<file path="config.mk">
export PLATFORM = sky130hd
export DESIGN_NAME = trimmed_mean_of_block
export DESIGN_NICKNAME = d
export VERILOG_FILES = /design/src/design/tmb_pkg.sv /design/src/design/tmb_cell.sv /design/src/design/tmb_div.sv /design/src/design/trimmed_mean_of_block.sv
export SDC_FILE = /design/constraint.sdc
export NUM_CORES = 1
export LEC_CHECK = 0
export BUFFER_PORTS_ARGS = -buffer_cell sky130_fd_sc_hd__clkbuf_2
export CAP_MARGIN = 20
export CORE_UTILIZATION = 42
export CTS_CLUSTER_SIZE = 8
export DETAILED_ROUTE_END_ITERATION = 10
export SLEW_MARGIN = 40
export SYNTH_ARGS = -nofsm -noshare
export SYNTH_HDL_FRONTEND = slang
export SYNTH_HIERARCHICAL = 1
export SYNTH_SLANG_ARGS = --single-unit
</file>
<file path="constraint.sdc">
create_clock -name clock -period 3.6 [get_ports clock]
set_input_delay 0 -clock clock [delete_from_list [all_inputs] [get_ports clock]]
set_output_delay 0 -clock clock [all_outputs]
set_load 0.03 [all_outputs]
</file>
<file path="src/design/tmb_pkg.sv">
// tmb_pkg: shared types and constants for the trimmed mean block
// no dependencies; imported by tmb_cell and trimmed_mean_of_block
`timescale 1ns / 1ps
package tmb_pkg;

   // blocks shorter than this give the middle sorted element
   localparam int TRIM_THRESHOLD = 5;
   // samples dropped at each end of a long block
   localparam int TRIM_EACH_SIDE = 2;

   // per-cycle command broadcast to every cell of the sorting chain
   typedef struct packed {
      logic insert;  // place the new sample in sorted position
      logic shift;   // move every entry one cell toward the head
   } cell_ctl_type;

endpackage

</file>
<file path="src/design/tmb_cell.sv">
// tmb_cell: one slot of the insertion sorting chain
// depends on tmb_pkg (cell_ctl_type)
`timescale 1ns / 1ps
module tmb_cell import tmb_pkg::*; #(
   parameter int W = 16
) (
   input  logic         clock,
   input  logic         reset,
   input  cell_ctl_type ctl,
   input  logic [W-1:0] new_sample,
   input  logic [W-1:0] left_val,
   input  logic         left_valid,
   input  logic         left_take,
   input  logic [W-1:0] right_val,
   input  logic         right_valid,
   output logic [W-1:0] val,
   output logic         valid,
   output logic         take
);

   logic [W-1:0] val_ff, val_in;
   logic         valid_ff, valid_in;

   // new sample belongs at or before this slot (empty slots count as infinite)
   assign take = !valid_ff || (new_sample < val_ff);

   always_comb begin
      val_in   = val_ff;
      valid_in = valid_ff;
      if (ctl.shift) begin
         val_in   = right_val;
         valid_in = right_valid;
      end else if (ctl.insert) begin
         if (take) begin
            val_in = left_take ? left_val : new_sample;
         end
         valid_in = valid_ff | left_valid;
      end
   end

   always_ff @(posedge clock) begin
      if (reset) begin
         valid_ff <= 1'b0;
      end else begin
         valid_ff <= valid_in;
      end
      val_ff <= val_in;
   end

   assign val   = val_ff;
   assign valid = valid_ff;

endmodule

</file>
<file path="src/design/tmb_div.sv">
// tmb_div: restoring divider, one quotient bit per cycle
// no package dependencies
`timescale 1ns / 1ps
module tmb_div #(
   parameter int DW = 20,
   parameter int VW = 5
) (
   input  logic          clock,
   input  logic          reset,
   input  logic          start,
   input  logic [DW-1:0] dividend,
   input  logic [VW-1:0] divisor,
   output logic          done,
   output logic [DW-1:0] quotient
);

   localparam int CW = $clog2(DW + 1);

   logic          busy_ff, busy_in;
   logic          done_ff, done_in;
   logic [CW-1:0] cnt_ff, cnt_in;
   logic [VW:0]   rem_ff, rem_in;
   logic [DW-1:0] quo_ff, quo_in;
   logic [VW-1:0] div_ff, div_in;
   logic [VW:0]   shifted;
   logic          fits;

   assign shifted = {rem_ff[VW-1:0], quo_ff[DW-1]};
   assign fits    = shifted >= {1'b0, div_ff};

   always_comb begin
      busy_in = busy_ff;
      done_in = 1'b0;
      cnt_in  = cnt_ff;
      rem_in  = rem_ff;
      quo_in  = quo_ff;
      div_in  = div_ff;
      if (start) begin
         busy_in = 1'b1;
         cnt_in  = '0;
         rem_in  = '0;
         quo_in  = dividend;
         div_in  = divisor;
      end else if (busy_ff) begin
         rem_in = fits ? (shifted - {1'b0, div_ff}) : shifted;
         quo_in = {quo_ff[DW-2:0], fits};
         cnt_in = cnt_ff + CW'(1);
         if (cnt_ff == CW'(DW - 1)) begin
            busy_in = 1'b0;
            done_in = 1'b1;
         end
      end
   end

   always_ff @(posedge clock) begin
      if (reset) begin
         busy_ff <= 1'b0;
         done_ff <= 1'b0;
         cnt_ff  <= '0;
      end else begin
         busy_ff <= busy_in;
         done_ff <= done_in;
         cnt_ff  <= cnt_in;
      end
      rem_ff <= rem_in;
      quo_ff <= quo_in;
      div_ff <= div_in;
   end

   assign done     = done_ff;
   assign quotient = quo_ff;

endmodule

</file>
<file path="src/design/trimmed_mean_of_block.sv">
// trimmed_mean_of_block: trimmed mean of a block of unsigned samples
// depends on tmb_pkg, tmb_cell (sorting chain) and tmb_div (divider)
// samples are taken one per cycle while idle; each stored one goes straight into sorted place
// after the last sample: the stored samples drain out of the head, a decision step,
// a divide for long blocks, then the result
// synchronous active-high reset empties the chain and clears the state, sample count, drain position and drop flag
`timescale 1ns / 1ps
module trimmed_mean_of_block import tmb_pkg::*; #(
   parameter int MAX_SAMPLES = 16,
   parameter int SAMPLE_BITS = 16
) (
   input  logic                   clock,
   input  logic                   reset,
   input  logic                   req_valid,
   output logic                   req_stall,
   input  logic [SAMPLE_BITS-1:0] req_sample,
   input  logic                   req_last_sample,
   output logic                   rsp_valid,
   input  logic                   rsp_stall,
   output logic [SAMPLE_BITS-1:0] rsp_mean_value,
   output logic                   rsp_overflowed
);

   localparam int CNT_W = $clog2(MAX_SAMPLES + 1);
   localparam int SUM_W = SAMPLE_BITS + $clog2(MAX_SAMPLES);

   // controller states
   localparam logic [2:0] ST_IDLE  = 3'd0;  // taking samples
   localparam logic [2:0] ST_DRAIN = 3'd1;  // shifting sorted block out of the head
   localparam logic [2:0] ST_CALC  = 3'd2;  // pick median or launch the divide
   localparam logic [2:0] ST_DIV   = 3'd3;  // waiting on the divider
   localparam logic [2:0] ST_OUT   = 3'd4;  // result held until its transfer

   logic [2:0]             state_ff, state_in;
   logic [CNT_W-1:0]       count_ff, count_in;   // samples stored in this block
   logic                   ovf_ff, ovf_in;       // a sample of this block was dropped
   logic [CNT_W-1:0]       n_ff, n_in;           // block size latched at the last sample
   logic [CNT_W-1:0]       step_ff, step_in;     // drain position
   logic [SUM_W-1:0]       sum_ff, sum_in;
   logic [SAMPLE_BITS-1:0] med_ff, med_in;
   logic [SAMPLE_BITS-1:0] mean_ff, mean_in;
   logic                   ovf_out_ff, ovf_out_in;

   logic         req_xfer, rsp_xfer, room;
   cell_ctl_type ctl;
   logic         div_start, div_done;
   logic [SUM_W-1:0] div_quo;

   // chain taps
   logic [SAMPLE_BITS-1:0] val_w   [MAX_SAMPLES];
   logic                   valid_w [MAX_SAMPLES];
   logic                   take_w  [MAX_SAMPLES];

   assign req_stall = (state_ff != ST_IDLE);
   assign req_xfer  = req_valid && !req_stall;
   assign rsp_valid = (state_ff == ST_OUT);
   assign rsp_xfer  = rsp_valid && !rsp_stall;
   assign room      = (count_ff < CNT_W'(MAX_SAMPLES));

   assign ctl.insert = req_xfer && room;
   assign ctl.shift  = (state_ff == ST_DRAIN);

   // sorting chain, ascending from the head; empty cells sit at the tail
   for (genvar i = 0; i < MAX_SAMPLES; i++) begin : g_cell
      logic [SAMPLE_BITS-1:0] lv, rv;
      logic                   lvalid, ltake, rvalid;
      if (i == 0) begin : g_head
         assign lv     = '0;
         assign lvalid = 1'b1;   // head always fills on insert
         assign ltake  = 1'b0;
      end else begin : g_body
         assign lv     = val_w[i-1];
         assign lvalid = valid_w[i-1];
         assign ltake  = take_w[i-1];
      end
      if (i == MAX_SAMPLES - 1) begin : g_tail
         assign rv     = '0;
         assign rvalid = 1'b0;   // empty slot shifts in at the tail
      end else begin : g_inner
         assign rv     = val_w[i+1];
         assign rvalid = valid_w[i+1];
      end
      tmb_cell #(.W(SAMPLE_BITS)) u_cell (
         .clock       (clock),
         .reset       (reset),
         .ctl         (ctl),
         .new_sample  (req_sample),
         .left_val    (lv),
         .left_valid  (lvalid),
         .left_take   (ltake),
         .right_val   (rv),
         .right_valid (rvalid),
         .val         (val_w[i]),
         .valid       (valid_w[i]),
         .take        (take_w[i])
      );
   end

   // divides the kept sum by the kept count
   tmb_div #(.DW(SUM_W), .VW(CNT_W)) u_div (
      .clock    (clock),
      .reset    (reset),
      .start    (div_start),
      .dividend (sum_ff),
      .divisor  (n_ff - CNT_W'(2 * TRIM_EACH_SIDE)),
      .done     (div_done),
      .quotient (div_quo)
   );

   always_comb begin
      state_in   = state_ff;
      count_in   = count_ff;
      ovf_in     = ovf_ff;
      n_in       = n_ff;
      step_in    = step_ff;
      sum_in     = sum_ff;
      med_in     = med_ff;
      mean_in    = mean_ff;
      ovf_out_in = ovf_out_ff;
      div_start  = 1'b0;
      case (state_ff)
         ST_IDLE: begin
            if (req_xfer) begin
               if (room) begin
                  count_in = count_ff + CNT_W'(1);
               end else begin
                  ovf_in = 1'b1;
               end
               if (req_last_sample) begin
                  // block closes: latch size and flag, reopen counters
                  n_in       = room ? (count_ff + CNT_W'(1)) : count_ff;
                  ovf_out_in = ovf_ff | !room;
                  count_in   = '0;
                  ovf_in     = 1'b0;
                  step_in    = '0;
                  sum_in     = '0;
                  med_in     = '0;
                  state_in   = ST_DRAIN;
               end
            end
         end
         ST_DRAIN: begin
            // head holds sorted element number step_ff
            if ((step_ff >= CNT_W'(TRIM_EACH_SIDE)) &&
                (step_ff < n_ff - CNT_W'(TRIM_EACH_SIDE))) begin
               sum_in = sum_ff + SUM_W'(val_w[0]);
            end
            if (step_ff == (n_ff >> 1)) begin
               med_in = val_w[0];
            end
            step_in = step_ff + CNT_W'(1);
            if (step_ff + CNT_W'(1) >= n_ff) begin
               state_in = ST_CALC;
            end
         end
         ST_CALC: begin
            if (n_ff >= CNT_W'(TRIM_THRESHOLD)) begin
               div_start = 1'b1;
               state_in  = ST_DIV;
            end else begin
               mean_in  = med_ff;
               state_in = ST_OUT;
            end
         end
         ST_DIV: begin
            if (div_done) begin
               mean_in  = div_quo[SAMPLE_BITS-1:0];
               state_in = ST_OUT;
            end
         end
         ST_OUT: begin
            if (rsp_xfer) begin
               state_in = ST_IDLE;
            end
         end
         default: begin
            state_in = ST_IDLE;
         end
      endcase
   end

   always_ff @(posedge clock) begin
      if (reset) begin
         state_ff <= ST_IDLE;
         count_ff <= '0;
         ovf_ff   <= 1'b0;
         step_ff  <= '0;
      end else begin
         state_ff <= state_in;
         count_ff <= count_in;
         ovf_ff   <= ovf_in;
         step_ff  <= step_in;
      end
      n_ff       <= n_in;
      sum_ff     <= sum_in;
      med_ff     <= med_in;
      mean_ff    <= mean_in;
      ovf_out_ff <= ovf_out_in;
   end

   assign rsp_mean_value = mean_ff;
   assign rsp_overflowed = ovf_out_ff;

endmodule

</file>
==> results.md <==
Yosys:
- For this run, the number of Yosys warnings is 6.
- The average instance in the mapped netlist occupies 9.86 um^2.
- The area of the mapped netlist is 0.0262 mm^2.
- Counting every instance in the synthesized netlist gives 2,655.

Route:
- The number of remaining DRC errors is 0.
- Wires add up to 65,800 um.
- The total iterations of the first detailed-routing run is 5.
- The via count of the routed design is 19,900.
- The total routed wire length on the met1 layer is 30,100 um.
- The per-cell via count in the routed design is 5.49.
- The mean routed wirelength per cell is 18.2 um.
- Once detail routing completed, the nets flagged for antenna violations numbered 0.
- The highest layer touched by signal routing is met4.
- Summed over all nets, wire length on met2 after detailed routing comes to 31,200 um.
- In the detailed route, the total length drawn on met3 is 3000 um.
- The detailed router finished its first iteration with 1,298 violations.

Power and ir drop:
- For this design the static power due to leakage is 13.6 nW.
- Per report_power, the sequential group accounts for 41.3% of the total.
- The relative contribution of combinational cells to total power is 35.0%.
- In this run switching power makes up 36.4% of total power.
- Summed over all nets, the switching power comes to 7.14 mW.
- The clock network fraction of total power is 23.6%.
- For this design the ratio of total power to cell area is 665 mW/mm^2.
- The cell-internal power is 12.5 mW.
- The total power after layout is 19.6 mW.
- Across the VDD grid, the largest voltage drop is 0.000366 V.

Clock tree:
- TritonCTS built the clock tree.
- For this design, the CTS-stage hold fixing added 5 buffers.
- The CTS root buffer is sky130_fd_sc_hd__clkbuf_16.
- The number of clock sinks is 381.
- The H-tree level count is 2.
- The clock slew seen by the registers of the worst setup and hold paths is 50 ps.
- Once the clock tree was built, the resizer swapped 0 gates to a different size.
- The maximum buffer depth of the clock tree is 3.
- At the later pin of the worst-skew pair, clock insertion delay measures 600 ps.
- The total clock buffers created by CTS is 53.
- The number of setup buffers added after CTS is 0.

STA:
- In the finished design, the share of the clock period the worst path needs comes to 80.4%.
- The final max-slew violation count is 0.
- The worst path in the final design needs a cycle of 2900 ps, including I/O delays and setup.
- The total of endpoints with negative setup slack in the final report is 0.
- Setup repair after global routing left no endpoint under its margin.
- The final hold violation count is 0.
- For the final routed database, the setup TNS stands at 0 ps.
- The clock skew is 22.7 ps.
- For the pin with the worst max-slew slack, the measured transition is 773 ps.
- In this run the tightest slew margin relative to its limit is 48.3%.
- For this run, the top clock speed supported by timing is 345 MHz.

Floorplanning:
- The effective utilization at floorplan is 42.5%.
- After floorplanning, the core was divided into 91 placement rows.
- The die height is 252 um.
- The die covers 0.0633 mm^2.
- The core region is 0.0616 mm^2.
- The top-level port count is 40.
- The die is 252 um wide.

Setup path:
- In this design, the largest share of critical-path delay is due to compound AO/OA/AOI/OAI gates.
- The worst setup path is of the register to register kind.
- Among all stages on the critical path, the largest delay is contributed by sky130_fd_sc_hd__edfxtp_1.
- The delay contributed by the slowest stage of the critical path is 420 ps.
- STA classifies the critical path endpoint as a register.
- The number of buffers and inverters on the critical path is 2.
- For the worst setup path, the data required time is 3930 ps.
- Of all nets on the critical path, the largest fanout is 12.
- Walking the worst path, the cells encountered are inv_1 > ha_1 > a21o_1 > a211o_4 > o221a_1 > o21ai_2 > buf_4 > mux2i_1 > o21ai_1.
- At the worst endpoint, the arrival time is 3220 ps.
- The worst setup path is launched from a register.

GRT:
- The initial antenna violation count is 0.
- The via count of the first global-routing pass is 20,500.
- The first global-routing pass estimated 107,000 um of wire.
- The largest net degree at the start of global routing is 116.
- The global router's overall resource usage is 20.8%.
- After global routing the overflow that remains totals 0.

Place:
- The HPWL after detailed placement is 48,500 um.
- At the end of routability-driven placement, the weighted congestion stood at 0.855.
- The number of buffer cells added on primary ports is 39.
- The placed instance count is 3,540.

Job:
- Across the run, the number of max-cap violations was 0.

Finish:
- For this run, the number of standard cells in the final layout without fillers is 3,623.
- The net count of the finished layout is 3,067.
- Of the cells placed in the final design, the portion with a size suffix greater than 1 is 10.8%.
- The area growth from synthesis to final layout is 12.7%.
- For this run, the share of the core covered by cells in the final layout is 47.9%.
- The number of inserted diodes is 0.

Worst hold path:
- The class of the most critical hold timing path is input pin to register.

Outcome:
- The run finished with clean final reports.
## routing by layer
| layer | global-route usage (%) | up-vias |
|---|---|---|
| li1 | - | 9739 |
| met1 | 27.2 | 9697 |
| met2 | 35.3 | 381 |
| met3 | 3.40 | 87 |
| met4 | 5.78 | 0 |
| met5 | 0 | - |
## worst paths after layout
| kind | start | end | slack [ps] | cells after the start |
|---|---|---|---|---|
| max | g_cell[3].u_cell/val[6] | g_cell[4].u_cell/val[2] | 700 | 9 |
| min | req_sample[4] | g_cell[15].u_cell/val[4] | 30 | 3 |
| max reg2reg | g_cell[3].u_cell/val[6] | g_cell[4].u_cell/val[2] | 700 | 9 |
| min reg2reg | u_div/cnt_ff[4] | u_div/done | 500 | 2 |
## cell type report
type,count,area (um^2)
sequential,381,11000
clock buffer,76,1430
multi-input combinational,1911,13800
inverter,281,1060
fill,5638,32100
timing repair buffer,135,1070
tap,837,1050
clock inverter,2,36.3
## flip-flops by register name, summed over array words and instances (netlist names), 16 cells and up
signal and flops:
rsp_mean_value 16, u_div/quotient 20, med_ff 16, g_cell.u_cell/val 256, g_cell.u_cell/valid 16, sum_ff 20
## cell usage in the layout (no fill, tap or decap), types with 21 or more instances in the layout
master,n
sky130_fd_sc_hd__nand4_1,23
sky130_fd_sc_hd__o21ai_0,44
sky130_fd_sc_hd__mux2i_1,257
sky130_fd_sc_hd__dfxtp_1,42
sky130_fd_sc_hd__ha_1,281
sky130_fd_sc_hd__nand2_1,349
sky130_fd_sc_hd__a21oi_1,130
sky130_fd_sc_hd__inv_1,280
sky130_fd_sc_hd__mux2_2,36
sky130_fd_sc_hd__clkbuf_2,39
sky130_fd_sc_hd__nor2_1,104
sky130_fd_sc_hd__nor3_1,103
sky130_fd_sc_hd__a21o_1,23
sky130_fd_sc_hd__buf_4,79
sky130_fd_sc_hd__clkbuf_16,54
sky130_fd_sc_hd__o21ai_1,273
sky130_fd_sc_hd__edfxtp_1,339
sky130_fd_sc_hd__conb_1,35
sky130_fd_sc_hd__clkbuf_1,22
sky130_fd_sc_hd__xnor2_1,21
## power by group through the flow
stage	Sequential (mW)	Combinational [mW]	Clock, mW
global route	8.30	7.82	4.91
global placement	8.17	6.44	0
detailed placement	8.18	6.81	0
CTS	8.12	6.85	4.75
finish	8.11	6.87	4.64
floorplan	7.68	5.10	0
## tightest hold or removal path: stages
cell                       delay [ps]
sky130_fd_sc_hd__clkbuf_2         290
sky130_fd_sc_hd__mux2i_1          120
sky130_fd_sc_hd__o21ai_1          110
## per-stage QoR
stage / area (um^2) / hold slack [ps] / setup slack [ps]
2_1_floorplan: 26300 / 72.4 / 270
3_3_place_gp: 28000 / 423 / 542
3_5_place_dp: 28000 / 433 / 637
4_1_cts: 29500 / 5.03 / 713
5_1_grt: 29500 / 36.8 / 545
6_report: 29500 / 33.5 / 704
Power figures use the tool's default switching activity.
